`config.mk`:
```
export PLATFORM = sky130hd
export DESIGN_NAME = cedge_ctrl
export DESIGN_NICKNAME = d
export VERILOG_FILES = /design/src/cedge_pkg.sv /design/src/cedge_ctrl.sv
export SDC_FILE = /design/constraint.sdc
export NUM_CORES = 1
export LEC_CHECK = 0
export ABC_AREA = 1
export BUFFER_PORTS_ARGS = -buffer_cell sky130_fd_sc_hd__buf_2
export CAP_MARGIN = 20
export CORE_UTILIZATION = 42
export DETAILED_ROUTE_END_ITERATION = 6
export GPL_ROUTABILITY_DRIVEN = 1
export PLACE_DENSITY = 0.72
export RECOVER_POWER = 50
export SLEW_MARGIN = 20
export SYNTH_ARGS = -nofsm -noshare
export SYNTH_HDL_FRONTEND = slang
export SYNTH_SLANG_ARGS = --single-unit
```
`constraint.sdc`:
```
create_clock -name clk -period 1.87 [get_ports clk]
set_input_delay 0.0935 -clock clk [delete_from_list [all_inputs] [get_ports clk]]
set_output_delay 0.0935 -clock clk [all_outputs]
set_load 0.01 [all_outputs]
```
`src/cedge_pkg.sv`:
```
// shared constants, codes and controller/datapath interface types for the edge detector
`timescale 1ns / 1ps
package cedge_pkg;

    localparam int DEF_MAX_WIDTH  = 1024;
    localparam int DEF_MAX_HEIGHT = 1024;

    // configuration port
    localparam int CFG_W     = 11;
    localparam int CFG_IDX_W = 2;
    localparam logic [CFG_IDX_W-1:0] REG_FRAME_WIDTH  = 2'd0;
    localparam logic [CFG_IDX_W-1:0] REG_FRAME_HEIGHT = 2'd1;
    localparam logic [CFG_IDX_W-1:0] REG_STRONG_LEVEL = 2'd2;
    localparam logic [CFG_IDX_W-1:0] REG_WEAK_LEVEL   = 2'd3;
    localparam logic [CFG_W-1:0] RST_FRAME_WIDTH  = 11'd1024;
    localparam logic [CFG_W-1:0] RST_FRAME_HEIGHT = 11'd1024;
    localparam logic [CFG_W-1:0] RST_STRONG_LEVEL = 11'd170;
    localparam logic [CFG_W-1:0] RST_WEAK_LEVEL   = 11'd85;

    // data widths
    localparam int COLOR_W = 8;
    localparam int GRAY_W  = 8;
    localparam int MAG_W   = 11;
    localparam int SEC_W   = 2;
    localparam int GRAD_W  = 12;
    localparam int SQ_W    = 22;
    localparam int POS_W   = 10;

    // slope thresholds in unsigned q13
    localparam int TAN_LO    = 3393;
    localparam int TAN_HI    = 19777;
    localparam int Q13_SHIFT = 13;
    localparam int PROD_W    = 25;

    // gradient sectors
    localparam logic [SEC_W-1:0] SEC_HORZ = 2'd0;
    localparam logic [SEC_W-1:0] SEC_RISE = 2'd1;
    localparam logic [SEC_W-1:0] SEC_VERT = 2'd2;
    localparam logic [SEC_W-1:0] SEC_FALL = 2'd3;

    // 3x3 window, fetched in raster order
    localparam int WIN_N   = 9;
    localparam int WIN_K_W = 4;
    localparam logic [WIN_K_W-1:0] WIN_LAST_K = 4'd8;

    typedef struct packed {
        logic               take;
        logic               calc_total;
        logic               gray_wr;
        logic               fetch_go;
        logic [WIN_K_W-1:0] fetch_k;
        logic               fetch_mag;
        logic               sobel;
        logic               square;
        logic               root_start;
        logic               mag_wr;
        logic               out_load;
    } cmd_t;

    typedef struct packed {
        logic do_grad;
        logic do_out;
        logic root_done;
        logic out_free;
    } stat_t;

endpackage

```
`src/cedge_ctrl.sv`:
```
// controller state machine sequencing one beat through the datapath
`timescale 1ns / 1ps
module cedge_ctrl (
    input  logic             clk,
    input  logic             rst_n,
    input  logic             in_valid,
    output logic             in_ready,
    output cedge_pkg::cmd_t  cmd,
    input  cedge_pkg::stat_t stat
);

    localparam logic [3:0] S_IDLE   = 4'd0;
    localparam logic [3:0] S_TOT    = 4'd1;
    localparam logic [3:0] S_FLAG   = 4'd2;
    localparam logic [3:0] S_DEC    = 4'd3;
    localparam logic [3:0] S_GFETCH = 4'd4;
    localparam logic [3:0] S_GWAIT  = 4'd5;
    localparam logic [3:0] S_SOB    = 4'd6;
    localparam logic [3:0] S_SQ     = 4'd7;
    localparam logic [3:0] S_ROOT0  = 4'd8;
    localparam logic [3:0] S_ROOT   = 4'd9;
    localparam logic [3:0] S_MWR    = 4'd10;
    localparam logic [3:0] S_EFETCH = 4'd11;
    localparam logic [3:0] S_EWAIT  = 4'd12;
    localparam logic [3:0] S_OUT    = 4'd13;

    logic [3:0]                    state_reg, state_next;
    logic [cedge_pkg::WIN_K_W-1:0] k_reg, k_next;

    always_ff @(posedge clk or negedge rst_n)
    begin
        if (!rst_n)
        begin
            state_reg <= S_IDLE;
            k_reg     <= '0;
        end
        else
        begin
            state_reg <= state_next;
            k_reg     <= k_next;
        end
    end

    always_comb
    begin
        state_next = state_reg;
        k_next     = k_reg;
        cmd        = '0;
        in_ready   = 1'b0;
        case (state_reg)
            S_IDLE:
            begin
                in_ready = 1'b1;
                if (in_valid)
                begin
                    cmd.take   = 1'b1;
                    state_next = S_TOT;
                end
            end
            S_TOT:
            begin
                cmd.calc_total = 1'b1;
                state_next     = S_FLAG;
            end
            S_FLAG:
            begin
                cmd.gray_wr = 1'b1;
                state_next  = S_DEC;
            end
            S_DEC:
            begin
                k_next = '0;
                if (stat.do_grad)
                    state_next = S_GFETCH;
                else if (stat.do_out)
                    state_next = S_EFETCH;
                else
                    state_next = S_IDLE;
            end
            S_GFETCH:
            begin
                cmd.fetch_go = 1'b1;
                cmd.fetch_k  = k_reg;
                if (k_reg == cedge_pkg::WIN_LAST_K)
                    state_next = S_GWAIT;
                else
                    k_next = k_reg + cedge_pkg::WIN_K_W'(1);
            end
            S_GWAIT:
                state_next = S_SOB;
            S_SOB:
            begin
                cmd.sobel  = 1'b1;
                state_next = S_SQ;
            end
            S_SQ:
            begin
                cmd.square = 1'b1;
                state_next = S_ROOT0;
            end
            S_ROOT0:
            begin
                cmd.root_start = 1'b1;
                state_next     = S_ROOT;
            end
            S_ROOT:
            begin
                if (stat.root_done)
                    state_next = S_MWR;
            end
            S_MWR:
            begin
                cmd.mag_wr = 1'b1;
                k_next     = '0;
                state_next = stat.do_out ? S_EFETCH : S_IDLE;
            end
            S_EFETCH:
            begin
                cmd.fetch_go  = 1'b1;
                cmd.fetch_k   = k_reg;
                cmd.fetch_mag = 1'b1;
                if (k_reg == cedge_pkg::WIN_LAST_K)
                    state_next = S_EWAIT;
                else
                    k_next = k_reg + cedge_pkg::WIN_K_W'(1);
            end
            S_EWAIT:
                state_next = S_OUT;
            S_OUT:
            begin
                if (stat.out_free)
                begin
                    cmd.out_load = 1'b1;
                    state_next   = S_IDLE;
                end
            end
            default:
                state_next = S_IDLE;
        endcase
    end

    a_load_into_free: assert property (@(posedge clk) disable iff (!rst_n)
        cmd.out_load |-> stat.out_free)
        else $error("result loaded over an untaken beat");

    a_one_beat_at_a_time: assert property (@(posedge clk) disable iff (!rst_n)
        (in_valid && in_ready) |=> !in_ready)
        else $error("second beat taken while one is in work");

    a_root_then_write: assert property (@(posedge clk) disable iff (!rst_n)
        (state_reg == S_ROOT && stat.root_done) |=> cmd.mag_wr)
        else $error("magnitude not written after root finished");

endmodule

```
Yosys cells after proc, flatten, opt, wreduce, memory -nomap -nowiden
Cells that the tools add are included.
{"block": "totals", "reg_bits": 8, "input_bits": 7, "output_inout_bits": 15, "word_cells": 52}
{"block": "op_classes", "addsub": 1, "eq_ne": 20, "muxes": 23, "n_reduce_logical": 6}
{"operator": "one-hot mux 4 bit (14 select lines)", "n": 1}
{"operator": "2-to-1 mux 4 bit", "n": 8}
{"operator": "== test 4 bit, second input constant", "n": 7}
{"operator": "== test 4 x 3 -> 1 bit, second input constant", "n": 4}
{"operator": "2-to-1 mux 1 bit", "n": 12}
{"operator": "inequality test 2 bit, second input constant", "n": 6}
{"operator": "== test 4 x 2 -> 1 bit, second input constant", "n": 2}
{"operator": "one-hot mux 4 bit (2 select lines)", "n": 1}
{"operator": "2-to-1 mux 5 bit", "n": 1}
{"operator": "AND reduction 5 bit", "n": 1}
{"operator": "adder 4 x 1 -> 4 bit, second input constant", "n": 1}
{"operator": "== test 4 x 1 -> 1 bit, second input constant", "n": 1}
{"operator": "logical NOT 4 bit", "n": 1}
{"operator": "OR reduction 2 bit", "n": 2}
{"operator": "AND reduction 2 bit", "n": 1}
{"operator": "nonzero test 2 bit", "n": 1}

Logic depth before layout (Yosys ltp)
Gate-level depths: netlist of the first run.
{"block": "logic_depth", "ltp_word": 4, "mapped_depth": 9, "depth_no_buf": 9}

Worst setup path before layout of the first run
No wires, ideal clock.
{"block": "synth_timing", "path_type": "register -> register", "start": "register state_reg[3]", "end": "register state_reg[3]", "setup_ns": 0.117, "arrival_ns": 1.082, "required_time_ns": 1.753, "path_slack_ns": 0.672, "path_stages_with_launch": 10, "path_buffers": 0, "period_less_slack_ns": 1.198, "cell_sequence": "dfrtp_1 -> inv_2 -> nor2_4 -> nand2_2 -> nand2_4 -> nand2_4 -> inv_2 -> nor2_2 -> nand2_1 -> nand2_1"}
{"block": "synth_via", "elab_chain_len": 3, "elab_cells_between_ends": 21, "cone_classes": "eq/ne (18); mux (1); reduce/logical (2)"}
{"item": "start, declared", "line": "cedge_ctrl.sv:27", "rtl": "logic [3:0] state_reg, state_next;"}
{"item": "start signal, assigned", "line": "cedge_ctrl.sv:39", "rtl": "state_reg <= state_next;"}
{"item": "== test 4 x 3 -> 1 bit, or another cell as far along", "line": "cedge_ctrl.sv:50", "rtl": "case (state_reg)"}
{"item": "inequality test 2 bit (no line)"}
{"item": "AND reduction 5 bit (no line)"}
Several ways; a longest one is shown, not always the timed one.
A chain may end at the register's enable or synchronous reset.

==> metrics.csv, run 1 <==
stage,metric,value,unit
timing,Setup Total Neg Slack,0,ps
critical_path,max incr delay on CP,480,ps
floorplanning,# IOs,22,
critical_path,"Top cell by count, worst path",inv_1,
critical_path,worst path arrival time,1590,ps
clock_tree,Sink Count,8,
synth,Syn. warnings,0,
timing,Worst Max-Slew Pin Slew,469.8,ps
drt,vias,800,
clock_tree,Skew-Pair Late Insertion Delay,260,ps
final_layout,fraction of layout cells with a size suffix above 1,22.97,%
clock_tree,CTS resizes,0,
clock_tree,TritonCTS Buffers,3,
clock_tree,setup repair bufs after CTS,0,
grt,GRT Util Overall,22.84,%
timing,RSZ-0062 raised after global routing,false,
floorplanning,die area,1929,µm²
clock_tree,H-tree levels,1,
critical_path,CP top delay family,simple AND/OR/NAND/NOR gates,
synth,top-area cell type share of the netlist area,27.12,%
timing,Fmax,593.8,MHz
critical_path,CP bufs+invs,3,
critical_path,worst-path fanout max,6,
floorplanning,# rows,14,
timing,skew final,9.037,ps
critical_path,worst-path cell with the longest stage delay,dfrtp_1,
synth,Synth Area per Inst,6.002,µm²
grt,antenna violations before repair,0,
drt,DRC,0,
status,outcome,completed,
drt,DRT Pass-1 Iters,6,
hold_path,HP Class,input pin to register,
floorplanning,die extent in x,43.93,µm
timing,Slew headroom,68.68,%
pwr,P per Cell Area,1398,nW/µm²
final_layout,Final Instance Count excl. Fillers,164,
drt,initial DRC count,36,
clock_tree,CTS Hold Bufs,1,
grt,largest net degree at the start of global routing,9,
grt,"Remaining Overflow, GRT",0,
synth,ys async rst share,100.0,%
drt,DRT Wirelength,1877,µm
synth,post-synth top area cell,dfrtp_1,
synth,ys flop type,dfrtp_1,
timing,# setup viols final,0,
clock_tree,clock buffer depth,2,
clock_tree,clk root buf,clkbuf_4,
drt,remaining antenna violation count,0,
floorplanning,die height,43.93,µm
synth,Mapped Cells,123,
drt,WL per Instance,11.45,µm
final_layout,Final Core Density,56.51,%
synth,Synth Register Bits,8,
floorplanning,Initial Utilization,46.83,%
critical_path,Critical Path Start Type,register,
timing,final hold violations,0,
floorplanning,Core Box Area,1577,µm²
synth,Yosys cell types,17,
synth,Mapped Area,738.2,µm²
clock_tree,"Clk pin slew, worst setup/hold paths",50,ps
grt,first-pass GRT wire length,3229,µm
synth,"EDFF count, synth",0,
pwr,Tot Pwr,0.001246,W
drt,vias per cell,4.878,
critical_path,CP Class,register to primary output,
pwr,Leak,0.5735,nW
pwr,VDD IR-drop max,855.2,µV
timing,final period demand of the worst path,1684,ps
timing,period utilization,90.05,%
place,DP Wirelength,1504,µm
place,dpl cells,160,
timing,final hold slack,224.9,ps
final_layout,Syn-to-layout area delta,20.68,%
final_layout,ant diodes,0,
timing,final max-slew violation count,0,
place,Port Buf Inserts,21,
final_layout,Layout Nets,159,
synth,sequential fraction of the synthesis area,27.12,%
critical_path,endpoint type of the worst setup path,primary output,
grt,vias in the first global route,772,
run,Max Cap Viol,0,
synth,Mapped Nets,132,
place,gpl congestion,0.8745,
critical_path,CP Data Required Time,1780,ps
clock_tree,CTS tree,yes,
synth,"top cells by area, synth","dfrtp_1 (27%), nand2_1 (18%), inv_1 (11%), nor2_1 (9.2%), nand3_1 (7.5%)",
critical_path,worst path cell trace,inv_1 > nor2_4 > nand2_2 > nand2_4 > inv_1 > nor2_1 > buf_2,
-- layer usage --
layer  track usage, %  wire (µm)  vias up
met5                0          0        -
met4            10.91         38        0
met3            2.500         97        6
met2            37.61        852       33
met1            29.87        889      342
li1                 -          -      419
-- layout make-up --
cell class | instances | area [µm²]
Clock buffer | 3 | 22.52
Multi-Input combinational cell | 87 | 432.9
Tap cell | 16 | 20.02
Sequential cell | 8 | 200.2
Timing Repair Buffer | 22 | 110.1
Inverter | 28 | 105.1
Fill cell | 168 | 685.7
-- final timing paths --
check                                    startpoint                       end  slack (ps)  cells past startpoint
max                        state_reg[3]$_DFFE_PN0P_                    cmd[7]         190                      7
min                                         stat[3]  state_reg[2]$_DFFE_PN0P_         220                      5
max reg2reg                state_reg[3]$_DFFE_PN0P_  state_reg[0]$_DFFE_PN0P_         410                      9
min reg2reg                    k_reg[3]$_DFFE_PN0P_      k_reg[3]$_DFFE_PN0P_         560                      2
max in group asynchronous                     rst_n  state_reg[0]$_DFFE_PN0P_        1240                      2
min in group asynchronous                     rst_n      k_reg[2]$_DFFE_PN0P_         300                      2
-- power breakdown --
part	total, W	leakage, nW	switching [W]	internal (W)
sequential	0.000303	0.105	0.0000726	0.000231
clock	0.000136	0.0138	0.0000627	0.0000737
combinational	0.000806	0.455	0.000543	0.000263
-- tightest hold or removal path: stages --
cell and delay [ps]:
buf_2 90, nand2_1 60, nand3_1 90, nand2_1 50
nand2_1 50
-- metrics by stage --
stage,setup slack [ps],instance area [µm²]
floorplan,671.5,738.2
global placement,494.9,863.3
detailed placement,486.9,863.3
CTS,249.5,895.9
global route,76.18,890.9
finish,186.0,890.9
-- logic make-up after synthesis --
group	count (synthesis)	share of synthesized area [%]
AO/OA/AOI/OAI	5	3.389
XOR/XNOR	2	2.373
adder cells (fa/ha/maj)	2	3.389
buffers and inverters	28	14.24
flip-flops	8	27.12
AND/OR/NAND/NOR	78	49.49
-- cell usage in the layout (no fill, tap or decap), drive strengths merged --
cell type    netlist  routed
xor2               2       2
nor3               2       2
buf                0      17
nand2             41      41
clkbuf             0       7
dfrtp              8       8
nand3             12      12
dlygate4sd3        0       1
o21ai              5       5
inv               28      28
nor2              22      22
ha                 2       2
nand4              1       1
-- synth_stat cells, types with 3 or more instances --
library cell	n
nand2_1	36
inv_1	22
nor2_1	18
nand3_1	11
dfrtp_1	8
inv_2	6
nand2_4	3
o21ai_0	3
(Power assumes the default switching activity.)
==> run 2, diff against run 1 <==
ABC_AREA = 0   (was 1)
==> run 2 against run 1 <==
Compared with the run above:
- the flow now finishes with violations (design-rule violations)
- power grew 3.0%
- synthesized cell count decreased by 32%
- flip-flop and latch count stayed put
- highest routed layer unchanged
- core utilization fell by 2.2 points
- die area down 0.82%
- global-route usage fell by 3.2 points
- clock-buffer cell count is the same
- combinational power shrank 7.8%
- clock power is 5% lower
- hold slack better by 19 ps
- critical path type unchanged
==> metrics.csv, run 2 <==
stage,metric,value,unit,change
place,gpl congestion,0.7811,,-11%
place,DP Area,828.3,µm²,-4.1%
drt,initial DRC count,7,,-81%
grt,antenna violations before repair,0,,unchanged
timing,final max-slew violation count,0,,unchanged
clock_tree,clock buffer depth,2,,unchanged
critical_path,R2R Path End,state_reg[2]$_DFFE_PN0P_,,
critical_path,critical path endpoint,cmd[7],,
synth,ys async rst share,100.0,%,unchanged
synth,"top cells by area, synth","dfrtp_1 (27%), inv_1 (4.6%), buf_6 (4.6%), nor2_1 (3.6%), ha_1 (3.4%)",,
synth,Syn. warnings,0,,unchanged
final_layout,Register Area,201.4,µm²,+0.62%
timing,Worst Max-Slew Pin Slew,437.0,ps,-32.77 ps
place,Port Buf Inserts,21,,unchanged
drt,DRT Pass-1 Iters,6,,unchanged
floorplanning,die extent in x,43.75,µm,-0.41%
synth,sequential fraction of the synthesis area,27.35,%,+0.23 points
final_layout,Final Core Density,54.33,%,-2.2 points
critical_path,worst path arrival time,1600,ps,about the same
floorplanning,Initial Utilization,46.95,%,+0.12 points
timing,skew final,8.947,ps,-0.09007 ps
pwr,sw frac,49.17,%,-5.3 points
floorplanning,die height,43.75,µm,-0.41%
run,Max Cap Viol,0,,unchanged
synth,post-synth top area cell,dfrtp_1,,
critical_path,endpoint type of the worst setup path,primary output,,
pwr,Tot Pwr,0.001283,W,+3.0%
grt,"Remaining Overflow, GRT",0,,unchanged
timing,final hold violations,0,,unchanged
synth,Synth Area per Inst,8.714,µm²,+45%
place,DP Wirelength,1223,µm,-19%
pwr,P per Cell Area,1515,nW/µm²,+8.3%
final_layout,fraction of layout cells with a size suffix above 1,32.08,%,+9.1 points
pwr,Seq pwr share,32.0,%,+7.7 points
final_layout,Final Cell Area,847.1,µm²,-4.9%
final_layout,footprint of the multi-input gates,440.4,µm²,+1.7%
final_layout,Fillers,149,,-11%
drt,vias per cell,5.697,,+17%
grt,vias in the first global route,627,,-19%
final_layout,"commonest non-fill, non-tap cell in the layout",buf_2,,
synth,"EDFF count, synth",0,,unchanged
synth,commonest cells in the netlist,"inv_1 (9), dfrtp_1 (8), nor2_1 (7)",,
synth,top-area cell type share of the netlist area,27.35,%,+0.23 points
critical_path,Worst R2R Start,state_reg[3]$_DFFE_PN0P_,,
floorplanning,# rows,14,,unchanged
timing,period utilization,90.57,%,+0.52 points
timing,RSZ-0062 raised after global routing,false,,
status,failing checks,design-rule violations,,
pwr,combinational share of power,57.9,%,-6.8 points
floorplanning,Core Box Area,1559,µm²,-1.1%
critical_path,Critical Path Start Type,register,,
grt,first-pass GRT wire length,2684,µm,-17%
clock_tree,CTS tree,yes,,
clock_tree,H-tree levels,1,,unchanged
drt,DRC,2,,+2
critical_path,Critical Path Start,state_reg[0]$_DFFE_PN0P_,,
floorplanning,# IOs,22,,unchanged
critical_path,CP Class,register to primary output,,
timing,Setup Total Neg Slack,0,ps,unchanged
timing,final period demand of the worst path,1694,ps,+9.686 ps
final_layout,most frequent cells in the layout,"buf_2 (17), inv_1 (9), nor2_1 (7), dfrtp_1 (7), nand2_1 (6)",,
grt,GRT Util Overall,19.60,%,-3.2 points
synth,Yosys cell types,36,,+19
drt,WL per Instance,13.29,µm,+16%
clock_tree,Sink Count,8,,unchanged
grt,largest net degree at the start of global routing,15,,+6
pwr,Switch Pwr,0.0006310,W,-6.9%
timing,Slew headroom,70.45,%,+1.8 points
critical_path,CP Data Required Time,1780,ps,about the same
clock_tree,"Clk pin slew, worst setup/hold paths",50,ps,about the same
timing,# setup viols final,0,,unchanged
synth,Mapped Nets,93,,-30%
critical_path,worst-path fanout max,11,,+5
pwr,P_int,0.0006523,W,+15%
synth,"count leader, synth",inv_1,,
synth,Synth Register Bits,8,,unchanged
drt,vias,695,,-13%
timing,Final WS setup,176.3,ps,-9.686 ps
timing,Fmax,590.4,MHz,-0.57%
final_layout,Layout Nets,117,,-26%
clock_tree,Skew-Pair Late Insertion Delay,250,ps,about the same
synth,Mapped Cells,84,,-32%
final_layout,ant diodes,0,,unchanged
critical_path,FF-to-FF path depth,4,,-5
pwr,Clk pwr share,10.0,%,-1.0 points
drt,DRT Wirelength,1621,µm,-14%
place,Setup Slack @ Placement,251.4,ps,-235.5 ps
final_layout,Syn-to-layout area delta,15.73,%,
synth,ys flop type,dfrtp_1,,
clock_tree,clk root buf,clkbuf_4,,
drt,remaining antenna violation count,0,,unchanged
pwr,VDD IR-drop max,1001,µV,+17%
pwr,Leak,0.3882,nW,-32%
hold_path,HP Class,input pin to register,,
synth,Mapped Area,732.0,µm²,-0.85%
status,outcome,"finished, violations left",,
clock_tree,TritonCTS Buffers,3,,unchanged
floorplanning,die area,1914,µm²,-0.82%
critical_path,Register-to-Register Setup Slack,220,ps,-190 ps
[run 2: changes by cell type after synthesis, moves of 5 or more]
cell and change:
inv_2 -5, nand3_1 -8, nand2_1 -31, nor2_1 -11, inv_1 -13
[run 2: per-layer routing]
layer	wire [µm]	global-route usage, %
met2	807	32.84
met3	105	7.500
met1	695	23.24
met5	0	0
met4	14	5.625
[run 2: final cells by class]
class                   instances  share of cell area (%)
flip-flops and latches          8                   23.78
inverters                      10                   4.431
well taps                      16                   2.363
clock buffers                   3                   2.659
repair buffers                 24                   14.77
multi-input cells              61                   51.99
[run 2: power by group through the flow]
stage	logic, W	registers, W	clock network, W
final	0.000743	0.000411	0.000129
after CTS	0.000764	0.000410	0.000135
after global placement	0.000743	0.000406	0
after detailed placement	0.000758	0.000412	0
after global routing	0.000830	0.000431	0.000140
after floorplan	0.000718	0.000300	0
[run 2: through the flow]
| step | hold WS, ps | std cells |
|---|---|---|
| final | 244.3 | 122 |
| after global routing | 267.2 | 122 |
| after CTS | 203.2 | 122 |
| after detailed placement | -52.97 | 118 |
| after global placement | -53.37 | 118 |
| after floorplan | -202.1 | 84 |
[run 2: logic make-up (layout without fill, tap and decap cells)]
logic type | Yosys count | in the layout | share of synthesized area (%)
AO/OA/AOI/OAI | 22 | 22 | 24.10
XOR/XNOR | 2 | 2 | 2.394
AND/OR/NAND/NOR | 34 | 34 | 30.26
multiplexers | 1 | 1 | 1.368
flip-flops | 8 | 8 | 27.35
adder cells (fa/ha/maj) | 2 | 2 | 3.418
buffers and inverters | 15 | 37 | 11.11
[run 2: repair_timing]
item / in CTS / in global routing
buffers inserted: 0 / 0
endpoints found under the hold margin: 8 / 0
resized for setup: 0 / 1
setup endpoints to repair: 0 / 4
hold buffers: 1 / 0
[run 2: worst min path at each step]
stage	endpoint	depth (start not counted)	slack, ps	from
after global placement	k_reg[3]$_DFFE_PN0P_	1	-50	rst_n
after floorplan	k_reg[0]$_DFFE_PN0P_	0	-200	rst_n
after CTS	k_reg[3]$_DFFE_PN0P_	2	200	rst_n
final	state_reg[3]$_DFFE_PN0P_	4	240	stat[1]
after detailed placement	k_reg[2]$_DFFE_PN0P_	1	-50	rst_n
after global routing	state_reg[3]$_DFFE_PN0P_	4	270	stat[1]
[run 2: critical path, stage by stage (launching register included)]
cell and delay (ps):
dfrtp_1 530, nor4b_4 380, nor2_1 150, nor2_1 130, buf_2 150
==> run 3, diff against run 2 <==
PLACE_DENSITY = 0.67   (was 0.72)
==> run 3 against run 2 <==
Compared with the run above:
- the flow still finishes with violations (design-rule violations)
- die area stayed put
- largest power group unchanged
- highest routed layer unchanged
- sequential power decreased by 2%
- clock-buffer cell count is the same
- critical endpoint is now cmd[9]
- cell count unchanged
==> metrics.csv, run 3 (synthesis results as in run 2) <==
stage,metric,value,unit,change
status,outcome,"finished, violations left",,
status,failing checks,design-rule violations,,
drt,DRT Pass-1 Iters,6,,unchanged
drt,WL per Instance,12.14,µm,-8.6%
critical_path,worst path arrival time,1640,ps,+40 ps
critical_path,CP Class,register to primary output,,
critical_path,worst-path fanout max,11,,unchanged
timing,Setup Total Neg Slack,0,ps,unchanged
critical_path,worst-path cell with the longest stage delay,dfrtp_1,,
floorplanning,Initial Utilization,46.95,%,unchanged
pwr,combinational share of power,58.0,%,about the same
drt,DRC,1,,-1
place,Port Buf Inserts,21,,unchanged
pwr,VDD IR-drop max,706.1,µV,-29%
clock_tree,Skew-Pair Late Insertion Delay,250,ps,about the same
timing,Fmax,578.0,MHz,-2.1%
timing,skew final,3.413,ps,-5.534 ps
grt,largest net degree at the start of global routing,15,,unchanged
pwr,Leak,0.3916,nW,+0.87%
critical_path,Worst R2R Start,state_reg[1]$_DFFE_PN0P_,,
final_layout,Syn-to-layout area delta,16.58,%,
drt,vias,679,,-2.3%
floorplanning,die area,1914,µm²,unchanged
clock_tree,H-tree levels,1,,unchanged
pwr,P_int,0.0006485,W,-0.59%
timing,Worst Max-Slew Pin Slew,479.0,ps,+42.00 ps
clock_tree,TritonCTS Buffers,3,,unchanged
pwr,Switch Pwr,0.0006212,W,-1.6%
grt,antenna violations before repair,0,,unchanged
timing,# setup viols final,0,,unchanged
critical_path,worst path cell trace,nor4b_4 > nor2_1 > nor2b_1 > buf_2,,
clock_tree,setup repair bufs after CTS,0,,unchanged
floorplanning,die extent in x,43.75,µm,unchanged
floorplanning,die height,43.75,µm,unchanged
clock_tree,CTS tree,yes,,
drt,DRT Wirelength,1481,µm,-8.6%
drt,vias per cell,5.566,,-2.3%
timing,final hold slack,221.1,ps,-23.16 ps
place,dpl cells,118,,unchanged
grt,"Remaining Overflow, GRT",0,,unchanged
place,DP Wirelength,1165,µm,-4.8%
pwr,Clk pwr share,10.1,%,about the same
grt,GRT Util Overall,16.96,%,-2.6 points
pwr,P per Cell Area,1488,nW/µm²,-1.8%
critical_path,endpoint type of the worst setup path,primary output,,
critical_path,Critical Path Start,state_reg[0]$_DFFE_PN0P_,,
clock_tree,clk root buf,clkbuf_4,,
drt,remaining antenna violation count,0,,unchanged
floorplanning,# IOs,22,,unchanged
clock_tree,Sink Count,8,,unchanged
run,Max Cap Viol,0,,unchanged
timing,period utilization,92.51,%,+1.9 points
critical_path,Critical Path Start Type,register,,
final_layout,Final Instance Count excl. Fillers,122,,unchanged
pwr,sw frac,48.93,%,-0.24 points
drt,initial DRC count,18,,+11
pwr,Seq pwr share,31.8,%,-0.2 points
floorplanning,# rows,14,,unchanged
final_layout,Layout Nets,117,,unchanged
final_layout,"commonest non-fill, non-tap cell in the layout",buf_2,,
hold_path,HP Class,input pin to register,,
clock_tree,"Clk pin slew, worst setup/hold paths",50,ps,about the same
grt,first-pass GRT wire length,2415,µm,-10%
timing,RSZ-0062 raised after global routing,false,,
final_layout,most frequent cells in the layout,"buf_2 (18), inv_1 (10), dfrtp_1 (8)",,
clock_tree,clock buffer depth,2,,unchanged
grt,vias in the first global route,552,,-12%
final_layout,Final Core Density,54.74,%,+0.40 points
floorplanning,Core Box Area,1559,µm²,unchanged
final_layout,fraction of layout cells with a size suffix above 1,31.13,%,-0.94 points
final_layout,ant diodes,0,,unchanged
timing,final hold violations,0,,unchanged
critical_path,CP Data Required Time,1780,ps,about the same
place,gpl congestion,0.8234,,+5.4%
hold_path,worst hold path startpoint,stat[1],,
timing,final max-slew violation count,0,,unchanged
timing,Slew headroom,68.06,%,-2.4 points
critical_path,max incr delay on CP,520,ps,about the same
timing,final period demand of the worst path,1730,ps,+36.27 ps
==> run 3: worst paths after layout <==
| path | cells past startpoint | endpoint | slack [ps] |
|---|---|---|---|
| min in group asynchronous | 2 | k_reg[2]$_DFFE_PN0P_ | 290 |
| hold / removal | 4 | state_reg[3]$_DFFE_PN0P_ | 220 |
| max in group asynchronous | 2 | state_reg[2]$_DFFE_PN0P_ | 1280 |
| hold reg to reg | 1 | k_reg[0]$_DFFE_PN0P_ | 560 |
| setup reg to reg | 4 | k_reg[2]$_DFFE_PN0P_ | 230 |
| setup / recovery | 4 | cmd[9] | 140 |
==> run 3: timing repair <==
| item | CTS | global route |
|---|---|---|
| hold endpoints to repair | 8 | 0 |
| hold buffers | 1 | 0 |
| gates resized for setup | 0 | 0 |
| endpoints found under the setup margin | 0 | 1 |
==> run 3: power groups by stage <==
stage	combinational, W	clock (W)	sequential [W]
after CTS	0.000753	0.000133	0.000404
after global placement	0.000750	0	0.000408
after detailed placement	0.000747	0	0.000410
after global routing	0.000822	0.000141	0.000424
after floorplan	0.000718	0	0.000300
final	0.000737	0.000129	0.000404
==> run 3: metal layers <==
| metal | vias up | wire, µm | track usage (%) |
|---|---|---|---|
| met5 | - | 0 | 0 |
| met4 | 0 | 12 | 7.500 |
| met3 | 2 | 59 | 1.250 |
| met2 | 19 | 681 | 25.37 |
| met1 | 315 | 728 | 24.87 |
| li1 | 343 | - | - |
==> run 3: area by class of cell <==
class | instances | area (µm²)
fillers | 152 | 705.7
multi-input cells | 61 | 450.4
flip-flops and latches | 8 | 200.2
repair buffers | 24 | 122.6
inverters | 10 | 37.54
clock buffers | 3 | 22.52
well taps | 16 | 20.02
==> run 3: stage by stage <==
| step | total power (W) | setup slack [ps] | area [µm²] |
|---|---|---|---|
| after floorplan | 0.001018 | 397.3 | 732.0 |
| after global placement | 0.001157 | 297.5 | 828.3 |
| after detailed placement | 0.001157 | 255.8 | 828.3 |
| after CTS | 0.001291 | 97.55 | 860.8 |
| after global routing | 0.001388 | 24.83 | 853.3 |
| final | 0.001270 | 140.0 | 853.3 |
==> run 3: worst max-delay path, delay by kind of cell (launching register included) <==
| kind | cells | cell delay (ps) |
|---|---|---|
| simple gates | 3 | 730 |
| buf+inv | 1 | 130 |
| flops | 1 | 520 |
